$ cat config.mk
export PLATFORM = sky130hd
export DESIGN_NAME = per_device_round_robin_queue_select
export DESIGN_NICKNAME = d
export VERILOG_FILES = /design/src/rtl/core/rrqs_pkg.sv /design/src/rtl/core/rrqs_mod.sv /design/src/rtl/core/rrqs_datapath.sv /design/src/rtl/core/rrqs_ctrl.sv /design/src/rtl/core/per_device_round_robin_queue_select.sv
export SDC_FILE = /design/constraint.sdc
export NUM_CORES = 2
export LEC_CHECK = 0
export ABC_CLOCK_PERIOD_IN_PS = 8600
export BUFFER_PORTS_ARGS = -buffer_cell sky130_fd_sc_hd__buf_2
export CORE_ASPECT_RATIO = 0.8
export CORE_MARGIN = 2
export CORE_UTILIZATION = 55
export DETAILED_ROUTE_END_ITERATION = 10
export PLACE_DENSITY = 0.67
export SLEW_MARGIN = 20
export SYNTH_ARGS = -nofsm -noshare
export SYNTH_HDL_FRONTEND = slang
export SYNTH_SLANG_ARGS = --single-unit
$ cat constraint.sdc
create_clock -name aclk -period 8.6 [get_ports aclk]
set_input_delay 1.29 -clock aclk [delete_from_list [all_inputs] [get_ports aclk]]
set_output_delay 1.29 -clock aclk [all_outputs]
set_load 0.005 [all_outputs]
$ cat src/rtl/core/rrqs_pkg.sv
`default_nettype none

package rrqs_pkg;

    // Default sizes for the top-level parameters
    localparam int DEF_SLOTS          = 64;
    localparam int DEF_MAX_QUEUES     = 8;
    localparam int DEF_DEVICE_ID_BITS = 16;

    // Fixed field widths
    localparam int CNT_W    = 32;   // per-slot round-robin counter
    localparam int DIGIT_W  = 4;    // counter bits retired per modulo step
    localparam int CPU_W    = 10;   // cpus register
    localparam int STATUS_W = 2;
    localparam int QIDX_W   = 3;
    localparam int SIDX_W   = 6;
    localparam int OUT_W    = 16;   // result beat, padded to whole bytes

    // Result status codes
    localparam logic [STATUS_W-1:0] ST_OK     = 2'd0;
    localparam logic [STATUS_W-1:0] ST_BAD_ID = 2'd1;
    localparam logic [STATUS_W-1:0] ST_FULL   = 2'd2;

    // Controller to datapath commands
    typedef struct packed {
        logic                load_id;
        logic                scan_start;
        logic                mod_start;
        logic                commit;
        logic                out_load;
        logic [STATUS_W-1:0] status;
    } rrqs_cmd_t;

    // Datapath to controller status
    typedef struct packed {
        logic id_zero;
        logic scan_done;
        logic slot_ok;
        logic mod_done;
    } rrqs_stat_t;

endpackage

`default_nettype wire

$ cat src/rtl/core/rrqs_mod.sv
`default_nettype none

module rrqs_mod
    import rrqs_pkg::*;
#(
    parameter int MAX_QUEUES = DEF_MAX_QUEUES,
    localparam int QC_W = $clog2(MAX_QUEUES + 1)
) (
    input  wire logic             aclk,
    input  wire logic             aresetn,
    input  wire logic             start,
    input  wire logic [CNT_W-1:0] dividend,
    input  wire logic [QC_W-1:0]  divisor,
    output logic                  done,
    output logic [QC_W-1:0]       remainder
);

    localparam int STEPS  = CNT_W / DIGIT_W;
    localparam int STEP_W = $clog2(STEPS);

    logic              run_reg;
    logic              done_reg;
    logic [STEP_W-1:0] step_reg;
    logic [CNT_W-1:0]  shift_reg;
    logic [QC_W-1:0]   rem_reg;
    logic [QC_W-1:0]   div_reg;
    logic [QC_W-1:0]   rem_next;
    logic [QC_W-1:0]   r;
    logic [QC_W:0]     t;

    // Retire DIGIT_W dividend bits per cycle, restoring style, MSB first
    always_comb begin
        r = rem_reg;
        t = '0;
        for (int k = 0; k < DIGIT_W; k++) begin
            t = {r, shift_reg[CNT_W-1-k]};
            if (t >= {1'b0, div_reg}) begin
                t = t - {1'b0, div_reg};
            end
            r = t[QC_W-1:0];
        end
        rem_next = r;
    end

    // Step sequencing
    always_ff @(posedge aclk) begin
        if (!aresetn) begin
            run_reg  <= 1'b0;
            done_reg <= 1'b0;
            step_reg <= '0;
        end else begin
            done_reg <= 1'b0;
            if (start) begin
                run_reg  <= 1'b1;
                step_reg <= '0;
            end else if (run_reg) begin
                step_reg <= step_reg + 1'b1;
                if (step_reg == STEP_W'(STEPS - 1)) begin
                    run_reg  <= 1'b0;
                    done_reg <= 1'b1;
                end
            end
        end
    end

    // Operand and partial remainder
    always_ff @(posedge aclk) begin
        if (start) begin
            shift_reg <= dividend;
            rem_reg   <= '0;
            // treat a zero queue count as one
            div_reg   <= (divisor == '0) ? QC_W'(1) : divisor;
        end else if (run_reg) begin
            shift_reg <= {shift_reg[CNT_W-DIGIT_W-1:0], DIGIT_W'(0)};
            rem_reg   <= rem_next;
        end
    end

    assign done      = done_reg;
    assign remainder = rem_reg;

endmodule

`default_nettype wire

$ cat src/rtl/core/rrqs_datapath.sv
`default_nettype none

module rrqs_datapath
    import rrqs_pkg::*;
#(
    parameter int SLOTS          = DEF_SLOTS,
    parameter int MAX_QUEUES     = DEF_MAX_QUEUES,
    parameter int DEVICE_ID_BITS = DEF_DEVICE_ID_BITS
) (
    input  wire logic                      aclk,
    input  wire logic                      aresetn,
    input  wire logic [DEVICE_ID_BITS-1:0] dev_id,
    input  wire logic                      cfg_we,
    input  wire logic [CPU_W-1:0]          cfg_data,
    input  wire rrqs_cmd_t                 cmd,
    output rrqs_stat_t                     stat,
    output logic [OUT_W-1:0]               out_data
);

    localparam int SLOT_W  = (SLOTS > 1) ? $clog2(SLOTS) : 1;
    localparam int QC_W    = $clog2(MAX_QUEUES + 1);
    localparam int ID_W    = DEVICE_ID_BITS;
    localparam int ENTRY_W = CNT_W + QC_W + ID_W;

    // Slot table: {counter, queue count, device id}
    logic [ENTRY_W-1:0] mem [SLOTS];
    logic [ENTRY_W-1:0] rd_data_reg;
    logic [SLOTS-1:0]   used_reg;

    logic [CPU_W-1:0]  cpus_reg;
    logic [ID_W-1:0]   id_reg;

    logic              rd_run_reg;
    logic [SLOT_W-1:0] rd_idx_reg;
    logic              cmp_valid_reg;
    logic [SLOT_W-1:0] cmp_idx_reg;
    logic              scan_done_reg;

    logic              found_reg;
    logic [SLOT_W-1:0] hit_idx_reg;
    logic [CNT_W-1:0]  hold_cnt_reg;
    logic [QC_W-1:0]   hold_qc_reg;
    logic              free_reg;
    logic [SLOT_W-1:0] free_idx_reg;

    logic [SLOT_W-1:0] work_slot_reg;
    logic [CNT_W-1:0]  work_cnt_reg;
    logic [QC_W-1:0]   work_qc_reg;
    logic [OUT_W-1:0]  out_reg;

    logic [QC_W-1:0]   clamp_qc;
    logic [SLOT_W-1:0] sel_slot;
    logic [CNT_W-1:0]  sel_cnt;
    logic [QC_W-1:0]   sel_qc;
    logic              mod_done;
    logic [QC_W-1:0]   mod_rem;
    logic [CNT_W-1:0]  q_ext;
    logic [CNT_W-1:0]  s_ext;
    logic [QIDX_W-1:0] q_field;
    logic [SIDX_W-1:0] s_field;
    logic              cmp_used;
    logic [ID_W-1:0]   cmp_dev;

    // Configuration register
    always_ff @(posedge aclk) begin
        if (!aresetn) begin
            cpus_reg <= CPU_W'(1);
        end else if (cfg_we) begin
            cpus_reg <= cfg_data;
        end
    end

    // Latch the request id
    always_ff @(posedge aclk) begin
        if (cmd.load_id) begin
            id_reg <= dev_id;
        end
    end

    // Table memory: one read port for the scan, one write port for commit
    always_ff @(posedge aclk) begin
        if (cmd.commit) begin
            mem[work_slot_reg] <= {work_cnt_reg + CNT_W'(1), work_qc_reg, id_reg};
        end
    end

    always_ff @(posedge aclk) begin
        if (rd_run_reg) begin
            rd_data_reg <= mem[rd_idx_reg];
        end
    end

    // Slot occupancy
    always_ff @(posedge aclk) begin
        if (!aresetn) begin
            used_reg <= '0;
        end else if (cmd.commit) begin
            used_reg[work_slot_reg] <= 1'b1;
        end
    end

    // Scan address sequencer
    always_ff @(posedge aclk) begin
        if (!aresetn) begin
            rd_run_reg    <= 1'b0;
            rd_idx_reg    <= '0;
            cmp_valid_reg <= 1'b0;
            cmp_idx_reg   <= '0;
            scan_done_reg <= 1'b0;
        end else begin
            cmp_valid_reg <= rd_run_reg;
            cmp_idx_reg   <= rd_idx_reg;
            scan_done_reg <= cmp_valid_reg && (cmp_idx_reg == SLOT_W'(SLOTS - 1));
            if (cmd.scan_start) begin
                rd_run_reg <= 1'b1;
                rd_idx_reg <= '0;
            end else if (rd_run_reg) begin
                rd_idx_reg <= rd_idx_reg + 1'b1;
                if (rd_idx_reg == SLOT_W'(SLOTS - 1)) begin
                    rd_run_reg <= 1'b0;
                end
            end
        end
    end

    assign cmp_used = used_reg[cmp_idx_reg];
    assign cmp_dev  = rd_data_reg[ID_W-1:0];

    // Compare each slot read: record the matching slot and the lowest free one
    always_ff @(posedge aclk) begin
        if (!aresetn) begin
            found_reg <= 1'b0;
            free_reg  <= 1'b0;
        end else if (cmd.scan_start) begin
            found_reg <= 1'b0;
            free_reg  <= 1'b0;
        end else if (cmp_valid_reg) begin
            if (cmp_used && (cmp_dev == id_reg) && !found_reg) begin
                found_reg <= 1'b1;
            end
            if (!cmp_used && !free_reg) begin
                free_reg <= 1'b1;
            end
        end
    end

    always_ff @(posedge aclk) begin
        if (cmp_valid_reg && cmp_used && (cmp_dev == id_reg) && !found_reg) begin
            hit_idx_reg  <= cmp_idx_reg;
            hold_cnt_reg <= rd_data_reg[ENTRY_W-1 -: CNT_W];
            hold_qc_reg  <= rd_data_reg[ID_W +: QC_W];
        end
        if (cmp_valid_reg && !cmp_used && !free_reg) begin
            free_idx_reg <= cmp_idx_reg;
        end
    end

    // Queue count of a newly claimed slot: zero counts as one, cap at MAX_QUEUES
    always_comb begin
        if (cpus_reg == '0) begin
            clamp_qc = QC_W'(1);
        end else if (cpus_reg > CPU_W'(MAX_QUEUES)) begin
            clamp_qc = QC_W'(MAX_QUEUES);
        end else begin
            clamp_qc = QC_W'(cpus_reg);
        end
    end

    // Pick the existing slot or a fresh one
    assign sel_slot = found_reg ? hit_idx_reg  : free_idx_reg;
    assign sel_cnt  = found_reg ? hold_cnt_reg : '0;
    assign sel_qc   = found_reg ? hold_qc_reg  : clamp_qc;

    always_ff @(posedge aclk) begin
        if (cmd.mod_start) begin
            work_slot_reg <= sel_slot;
            work_cnt_reg  <= sel_cnt;
            work_qc_reg   <= sel_qc;
        end
    end

    rrqs_mod #(
        .MAX_QUEUES (MAX_QUEUES)
    ) u_mod (
        .aclk      (aclk),
        .aresetn   (aresetn),
        .start     (cmd.mod_start),
        .dividend  (sel_cnt),
        .divisor   (sel_qc),
        .done      (mod_done),
        .remainder (mod_rem)
    );

    // Result beat: fields other than status are zero unless ok
    assign q_ext   = CNT_W'(mod_rem);
    assign s_ext   = CNT_W'(work_slot_reg);
    assign q_field = (cmd.status == ST_OK) ? q_ext[QIDX_W-1:0] : '0;
    assign s_field = (cmd.status == ST_OK) ? s_ext[SIDX_W-1:0] : '0;

    always_ff @(posedge aclk) begin
        if (cmd.out_load) begin
            out_reg <= OUT_W'({s_field, q_field, cmd.status});
        end
    end

    assign out_data = out_reg;

    assign stat.id_zero   = (id_reg == '0);
    assign stat.scan_done = scan_done_reg;
    assign stat.slot_ok   = found_reg || free_reg;
    assign stat.mod_done  = mod_done;

endmodule

`default_nettype wire

$ cat src/rtl/core/rrqs_ctrl.sv
`default_nettype none

module rrqs_ctrl
    import rrqs_pkg::*;
(
    input  wire logic       aclk,
    input  wire logic       aresetn,
    input  wire logic       s_tvalid,
    output logic            s_tready,
    output logic            m_tvalid,
    input  wire logic       m_tready,
    input  wire rrqs_stat_t stat,
    output rrqs_cmd_t       cmd
);

    localparam logic [2:0] S_IDLE  = 3'd0;
    localparam logic [2:0] S_CHECK = 3'd1;
    localparam logic [2:0] S_SCAN  = 3'd2;
    localparam logic [2:0] S_MOD   = 3'd3;
    localparam logic [2:0] S_OUT   = 3'd4;

    logic [2:0]          state_reg;
    logic [2:0]          state_next;
    logic [STATUS_W-1:0] status_reg;
    logic [STATUS_W-1:0] status_next;
    logic                m_tvalid_reg;
    logic                m_tvalid_next;

    // Next state and commands
    always_comb begin
        state_next     = state_reg;
        status_next    = status_reg;
        s_tready       = 1'b0;
        cmd.load_id    = 1'b0;
        cmd.scan_start = 1'b0;
        cmd.mod_start  = 1'b0;
        cmd.commit     = 1'b0;
        cmd.out_load   = 1'b0;
        cmd.status     = status_reg;
        case (state_reg)
            S_IDLE: begin
                s_tready = 1'b1;
                if (s_tvalid) begin
                    cmd.load_id = 1'b1;
                    state_next  = S_CHECK;
                end
            end
            S_CHECK: begin
                if (stat.id_zero) begin
                    status_next = ST_BAD_ID;
                    state_next  = S_OUT;
                end else begin
                    cmd.scan_start = 1'b1;
                    state_next     = S_SCAN;
                end
            end
            S_SCAN: begin
                if (stat.scan_done) begin
                    if (stat.slot_ok) begin
                        cmd.mod_start = 1'b1;
                        state_next    = S_MOD;
                    end else begin
                        status_next = ST_FULL;
                        state_next  = S_OUT;
                    end
                end
            end
            S_MOD: begin
                if (stat.mod_done) begin
                    cmd.commit  = 1'b1;
                    status_next = ST_OK;
                    state_next  = S_OUT;
                end
            end
            S_OUT: begin
                // load the output register once it is empty or being drained
                if (!m_tvalid_reg || m_tready) begin
                    cmd.out_load = 1'b1;
                    state_next   = S_IDLE;
                end
            end
            default: begin
                state_next = S_IDLE;
            end
        endcase
    end

    // Output valid: set on load, drop when the beat is taken
    always_comb begin
        m_tvalid_next = m_tvalid_reg;
        if (cmd.out_load) begin
            m_tvalid_next = 1'b1;
        end else if (m_tready) begin
            m_tvalid_next = 1'b0;
        end
    end

    always_ff @(posedge aclk) begin
        if (!aresetn) begin
            state_reg    <= S_IDLE;
            status_reg   <= ST_OK;
            m_tvalid_reg <= 1'b0;
        end else begin
            state_reg    <= state_next;
            status_reg   <= status_next;
            m_tvalid_reg <= m_tvalid_next;
        end
    end

    assign m_tvalid = m_tvalid_reg;

endmodule

`default_nettype wire

$ cat src/rtl/core/per_device_round_robin_queue_select.sv
`default_nettype none

// Channel     Dir  Handshake            Payload
// s_  input   in   s_tvalid/s_tready    s_tdata: dev_id
// m_  result  out  m_tvalid/m_tready    m_tdata: status, queue_index, slot_index
// cfg write   in   cfg_valid/cfg_ready  cfg_data: cpus
//
// One request at a time: the table scan reads one slot per cycle from the
// slot memory, then the counter modulo retires 4 bits per cycle.
// A zero device id skips the table scan and the modulo.
// Reset clears the slot occupancy bits at once; no clearing pass.
// A finished result waits in the output register while the next request
// is accepted; a stalled m_ side holds the block before its result load.

module per_device_round_robin_queue_select
    import rrqs_pkg::*;
#(
    parameter int SLOTS          = DEF_SLOTS,
    parameter int MAX_QUEUES     = DEF_MAX_QUEUES,
    parameter int DEVICE_ID_BITS = DEF_DEVICE_ID_BITS,
    localparam int IN_W = ((DEVICE_ID_BITS + 7) / 8) * 8
) (
    input  wire logic             aclk,
    input  wire logic             aresetn,
    input  wire logic             s_tvalid,
    output logic                  s_tready,
    input  wire logic [IN_W-1:0]  s_tdata,   // dev_id, zero padded
    output logic                  m_tvalid,
    input  wire logic             m_tready,
    output logic [OUT_W-1:0]      m_tdata,   // status[1:0], queue_index[4:2],
                                             // slot_index[10:5], zero padded
    input  wire logic             cfg_valid,
    output logic                  cfg_ready,
    input  wire logic [CPU_W-1:0] cfg_data   // cpus
);

    rrqs_cmd_t  cmd;
    rrqs_stat_t stat;

    assign cfg_ready = 1'b1;

    rrqs_ctrl u_ctrl (
        .aclk     (aclk),
        .aresetn  (aresetn),
        .s_tvalid (s_tvalid),
        .s_tready (s_tready),
        .m_tvalid (m_tvalid),
        .m_tready (m_tready),
        .stat     (stat),
        .cmd      (cmd)
    );

    rrqs_datapath #(
        .SLOTS          (SLOTS),
        .MAX_QUEUES     (MAX_QUEUES),
        .DEVICE_ID_BITS (DEVICE_ID_BITS)
    ) u_datapath (
        .aclk      (aclk),
        .aresetn   (aresetn),
        .dev_id    (s_tdata[DEVICE_ID_BITS-1:0]),
        .cfg_we    (cfg_valid && cfg_ready),
        .cfg_data  (cfg_data),
        .cmd       (cmd),
        .stat      (stat),
        .out_data  (m_tdata)
    );

endmodule

`default_nettype wire

==> summary.json <==
{
  "run_status": {
    "run_status": "complete, no violations"
  },
  "clock_network": {
    "cts_resized": 0,
    "cts_made_buffers": 346,
    "clk_root_buffer_cell": "sky130_fd_sc_hd__clkbuf_16",
    "htree_num_levels": 5,
    "postCtsSetupBuffers": 0,
    "clock_insertion_delay_worst_skew_ns": 0.90,
    "cts_buffer_depth": 4,
    "cts_hold_buf": 0,
    "tritoncts": "done",
    "path_clk_slew_ns": 0.06,
    "numClockSinks": 3639
  },
  "sta": {
    "max_freq_ghz": 0.148,
    "post_route_minimum_period_ns": 6.75,
    "tns_ns": 0,
    "hold_violations": 0,
    "fin_skew_ns": 0.0387,
    "whs_ns": 0.414,
    "worst-slew-pin-transition_ns": 1.20,
    "slew-limit-headroom": 0.197,
    "timing_max_transition_violations_final": 0,
    "rsz_0062_raised_after_global_routing": "no",
    "timing.final.setup_violations": 0,
    "final_min_period_over_clock_period": 0.785
  },
  "synth": {
    "yosys-top-cells-area": "sky130_fd_sc_hd__edfxtp_1 77%, sky130_fd_sc_hd__mux4_2 18%, sky130_fd_sc_hd__dfxtp_1 1.5%, sky130_fd_sc_hd__clkbuf_1 0.46%, sky130_fd_sc_hd__o21a_1 0.37%",
    "yosysWarnings": 0,
    "yosysTopAreaCellShare": 0.766,
    "synth_seq_area_share": 0.782,
    "async_flop_share": 0,
    "synth_edf_count": 3533,
    "synth.ff_latch_count": 3639,
    "synth.most_common_cell": "sky130_fd_sc_hd__edfxtp_1",
    "yosys.area.top_type": "sky130_fd_sc_hd__edfxtp_1",
    "synth_top_flop_cell": "sky130_fd_sc_hd__edfxtp_1",
    "syn_avg_cell_area_um2": 24.6,
    "ys_top_cells_by_count": "3533 x sky130_fd_sc_hd__edfxtp_1, 1112 x sky130_fd_sc_hd__mux4_2, 170 x sky130_fd_sc_hd__clkbuf_1",
    "syn_area_mm2": 0.138,
    "synth.lib_cells_used.distinct": 58,
    "postSynthCellCount": 5631
  },
  "final_layout": {
    "final_cell_count_without_fillers": 9545,
    "largest_register_ffs": 3328,
    "fin_area_mm2": 0.155,
    "nNetsFinal": 6005,
    "area_growth_from_synthesis_to_layout_pct": 12.1,
    "proportion_of_layout_cells_with_a_drive_suffix_above_1": 0.320
  },
  "die": {
    "fp-row-count": 164,
    "area_of_the_core_region_mm2": 0.250,
    "floorplan.initialDensity": 0.554,
    "die-height_um": 453,
    "ports": 50,
    "die-area_mm2": 0.256,
    "die_w_um": 565
  },
  "critical_path": {
    "critical_path_cell_by_cell": "inv_1, ha_1, nand2_1, a31oi_1, mux2_2, ha_1, o21ai_0, o21bai_1, or2_2, a21oi_1, ha_1, a2111oi_0, or2_2, o21a_1, a21oi_1, mux2i_1, ha_1, o21ai_0, nand2b_1, a21o_1, a21oi_1, o2111a_1, mux2i_1, a21oi_1",
    "r2r-start": "u_datapath.u_mod.div_reg[1]$_SDFFCE_PN0P_",
    "setup.worst_path.class": "reg2reg",
    "crit_path_max_fanout": 8,
    "reg2reg_slack_ns": 1.85,
    "max_stage_delay_ns": 0.53,
    "timing.critical_path.required_ns": 9.33,
    "worstRegToRegCells": 24,
    "worst_setup_path_start_kind": "flop",
    "r2r-end": "u_datapath.u_mod.remainder[3]$_SDFFE_PP0P_",
    "timing.critical_path.arrival_ns": 7.48,
    "timing.critical_path.slowest_stage_cell": "sky130_fd_sc_hd__a2111oi_0",
    "crit_path_end_kind": "flop",
    "timing.critical_path.to": "u_datapath.u_mod.remainder[3]$_SDFFE_PP0P_",
    "critPathLaunch": "u_datapath.u_mod.div_reg[1]$_SDFFCE_PN0P_"
  },
  "worst_hold_path": {
    "worst_hold_path_type": "reg2reg"
  },
  "route": {
    "via_per_inst": 6.86,
    "route.antenna.remaining_nets": 0,
    "detailroute.via_count": 65500,
    "detail_route.drc_violations": 0,
    "first_pass_iters": 5,
    "drt-total-wl_mm": 363,
    "drt-initial-drc-count": 10500,
    "post_drt_wl_per_cell_um": 38.0
  },
  "place": {
    "io_buffer_count": 43,
    "routability_congestion": 0.790,
    "placement.cell_area_mm2": 0.144,
    "dpl.cell_count": 8921,
    "place_hpwl_mm": 186
  },
  "global_route": {
    "antenna_violations_before_repair": 14,
    "grt-ovfl-total": 0,
    "grt_first_pass_wirelength_mm": 504,
    "grt.total_usage": 0.286,
    "grt_start_max_net_pins": 136,
    "grt_pass1_vias": 63700
  },
  "power": {
    "power-per-cell-area_mw_per_mm2": 231,
    "max-vdd-ir-drop_uv": 180,
    "cellLeakagePower_nw": 42.6
  },
  "job": {
    "max-cap-violations": 0
  }
}
-- where the power goes --
group | switching, W | internal (W) | total (W)
clock | 0.00648 | 0.00831 | 0.0148
sequential | 0.0000489 | 0.0193 | 0.0194
combinational | 0.000904 | 0.000713 | 0.00162
total | 0.00743 | 0.0284 | 0.0358
-- worst max-delay path, delay by kind of cell, from the launching register on --
kind / cells / cell delay (ns)
multiplexers: 3 / 1.02
AND/OR/NAND/NOR: 4 / 0.78
AO/OA/AOI/OAI: 12 / 2.78
adder cells (fa/ha/maj): 4 / 1.24
flip-flops: 1 / 0.43
buffers and inverters: 1 / 0.36
-- cells by family after synthesis --
| kind of cell | Yosys count | share of synthesized area |
|---|---|---|
| AO/OA/AOI/OAI | 128 | 0.00653 |
| XOR/XNOR | 59 | 0.00373 |
| adder cells (fa/ha/maj) | 24 | 0.00239 |
| buffers and inverters | 307 | 0.00906 |
| flip-flops | 3639 | 0.782 |
| multiplexers | 1167 | 0.185 |
| other | 2 | 0.0000542 |
| AND/OR/NAND/NOR | 305 | 0.0114 |
-- routing by layer --
metal	track usage	vias to the layer above	share of wire
li1	-	24900	-
met1	0.440	35700	0.40
met2	0.425	4282	0.46
met3	0.0549	604	0.11
met4	0.0802	2	0.029
met5	0	-	0.000036
-- placed cells by master (no fill, tap or decap), drive strengths merged, types with 14 or more instances in the layout --
cell    count
nand3      21
nor2      100
ha         20
buf       255
clkinv    138
mux2i      18
a21oi      17
clkbuf    434
o21a       68
and2       52
nand2      36
xnor2      36
mux4     1112
inv        33
edfxtp   3533
nand4      14
mux2       37
nor2b      15
dfxtp     106
bufinv     25
xor2       23
-- metrics by stage --
stage | utilization | power [W] | setup slack (ns)
global route | 0.621 | 0.0368 | 1.39
detailed placement | 0.578 | 0.0214 | 1.85
CTS | 0.621 | 0.0360 | 1.81
global placement | 0.578 | 0.0214 | 1.68
floorplan | - | 0.0210 | 2.89
finish | 0.621 | 0.0358 | 1.85
-- layout make-up --
class | instances | area (um^2)
repair buffers | 255 | 2170
flip-flops and latches | 3639 | 108000
inverters | 19 | 72.6
well taps | 3320 | 4150
clock buffers | 434 | 9150
multi-input cells | 1689 | 29800
clock inverters | 182 | 1650
fillers | 16500 | 94700
diodes | 7 | 17.5
-- how the worst min path moves through the flow --
| stage | from | endpoint | slack (ns) | cells after the start |
|---|---|---|---|---|
| after floorplan | u_datapath.rd_data_reg[20]$_DFFE_PP_ | u_datapath.hold_cnt_reg[0]$_DFFE_PP_ | 0.40 | 0 |
| after global placement | u_datapath.rd_data_reg[35]$_DFFE_PP_ | u_datapath.hold_cnt_reg[15]$_DFFE_PP_ | 0.40 | 0 |
| after detailed placement | u_datapath.rd_data_reg[39]$_DFFE_PP_ | u_datapath.hold_cnt_reg[19]$_DFFE_PP_ | 0.41 | 0 |
| after CTS | u_datapath.rd_data_reg[32]$_DFFE_PP_ | u_datapath.hold_cnt_reg[12]$_DFFE_PP_ | 0.42 | 0 |
| after global routing | u_datapath.rd_data_reg[32]$_DFFE_PP_ | u_datapath.hold_cnt_reg[12]$_DFFE_PP_ | 0.41 | 0 |
| final | u_datapath.rd_data_reg[32]$_DFFE_PP_ | u_datapath.hold_cnt_reg[12]$_DFFE_PP_ | 0.41 | 0 |
No activity file was read; power rests on OpenSTA's default activity.
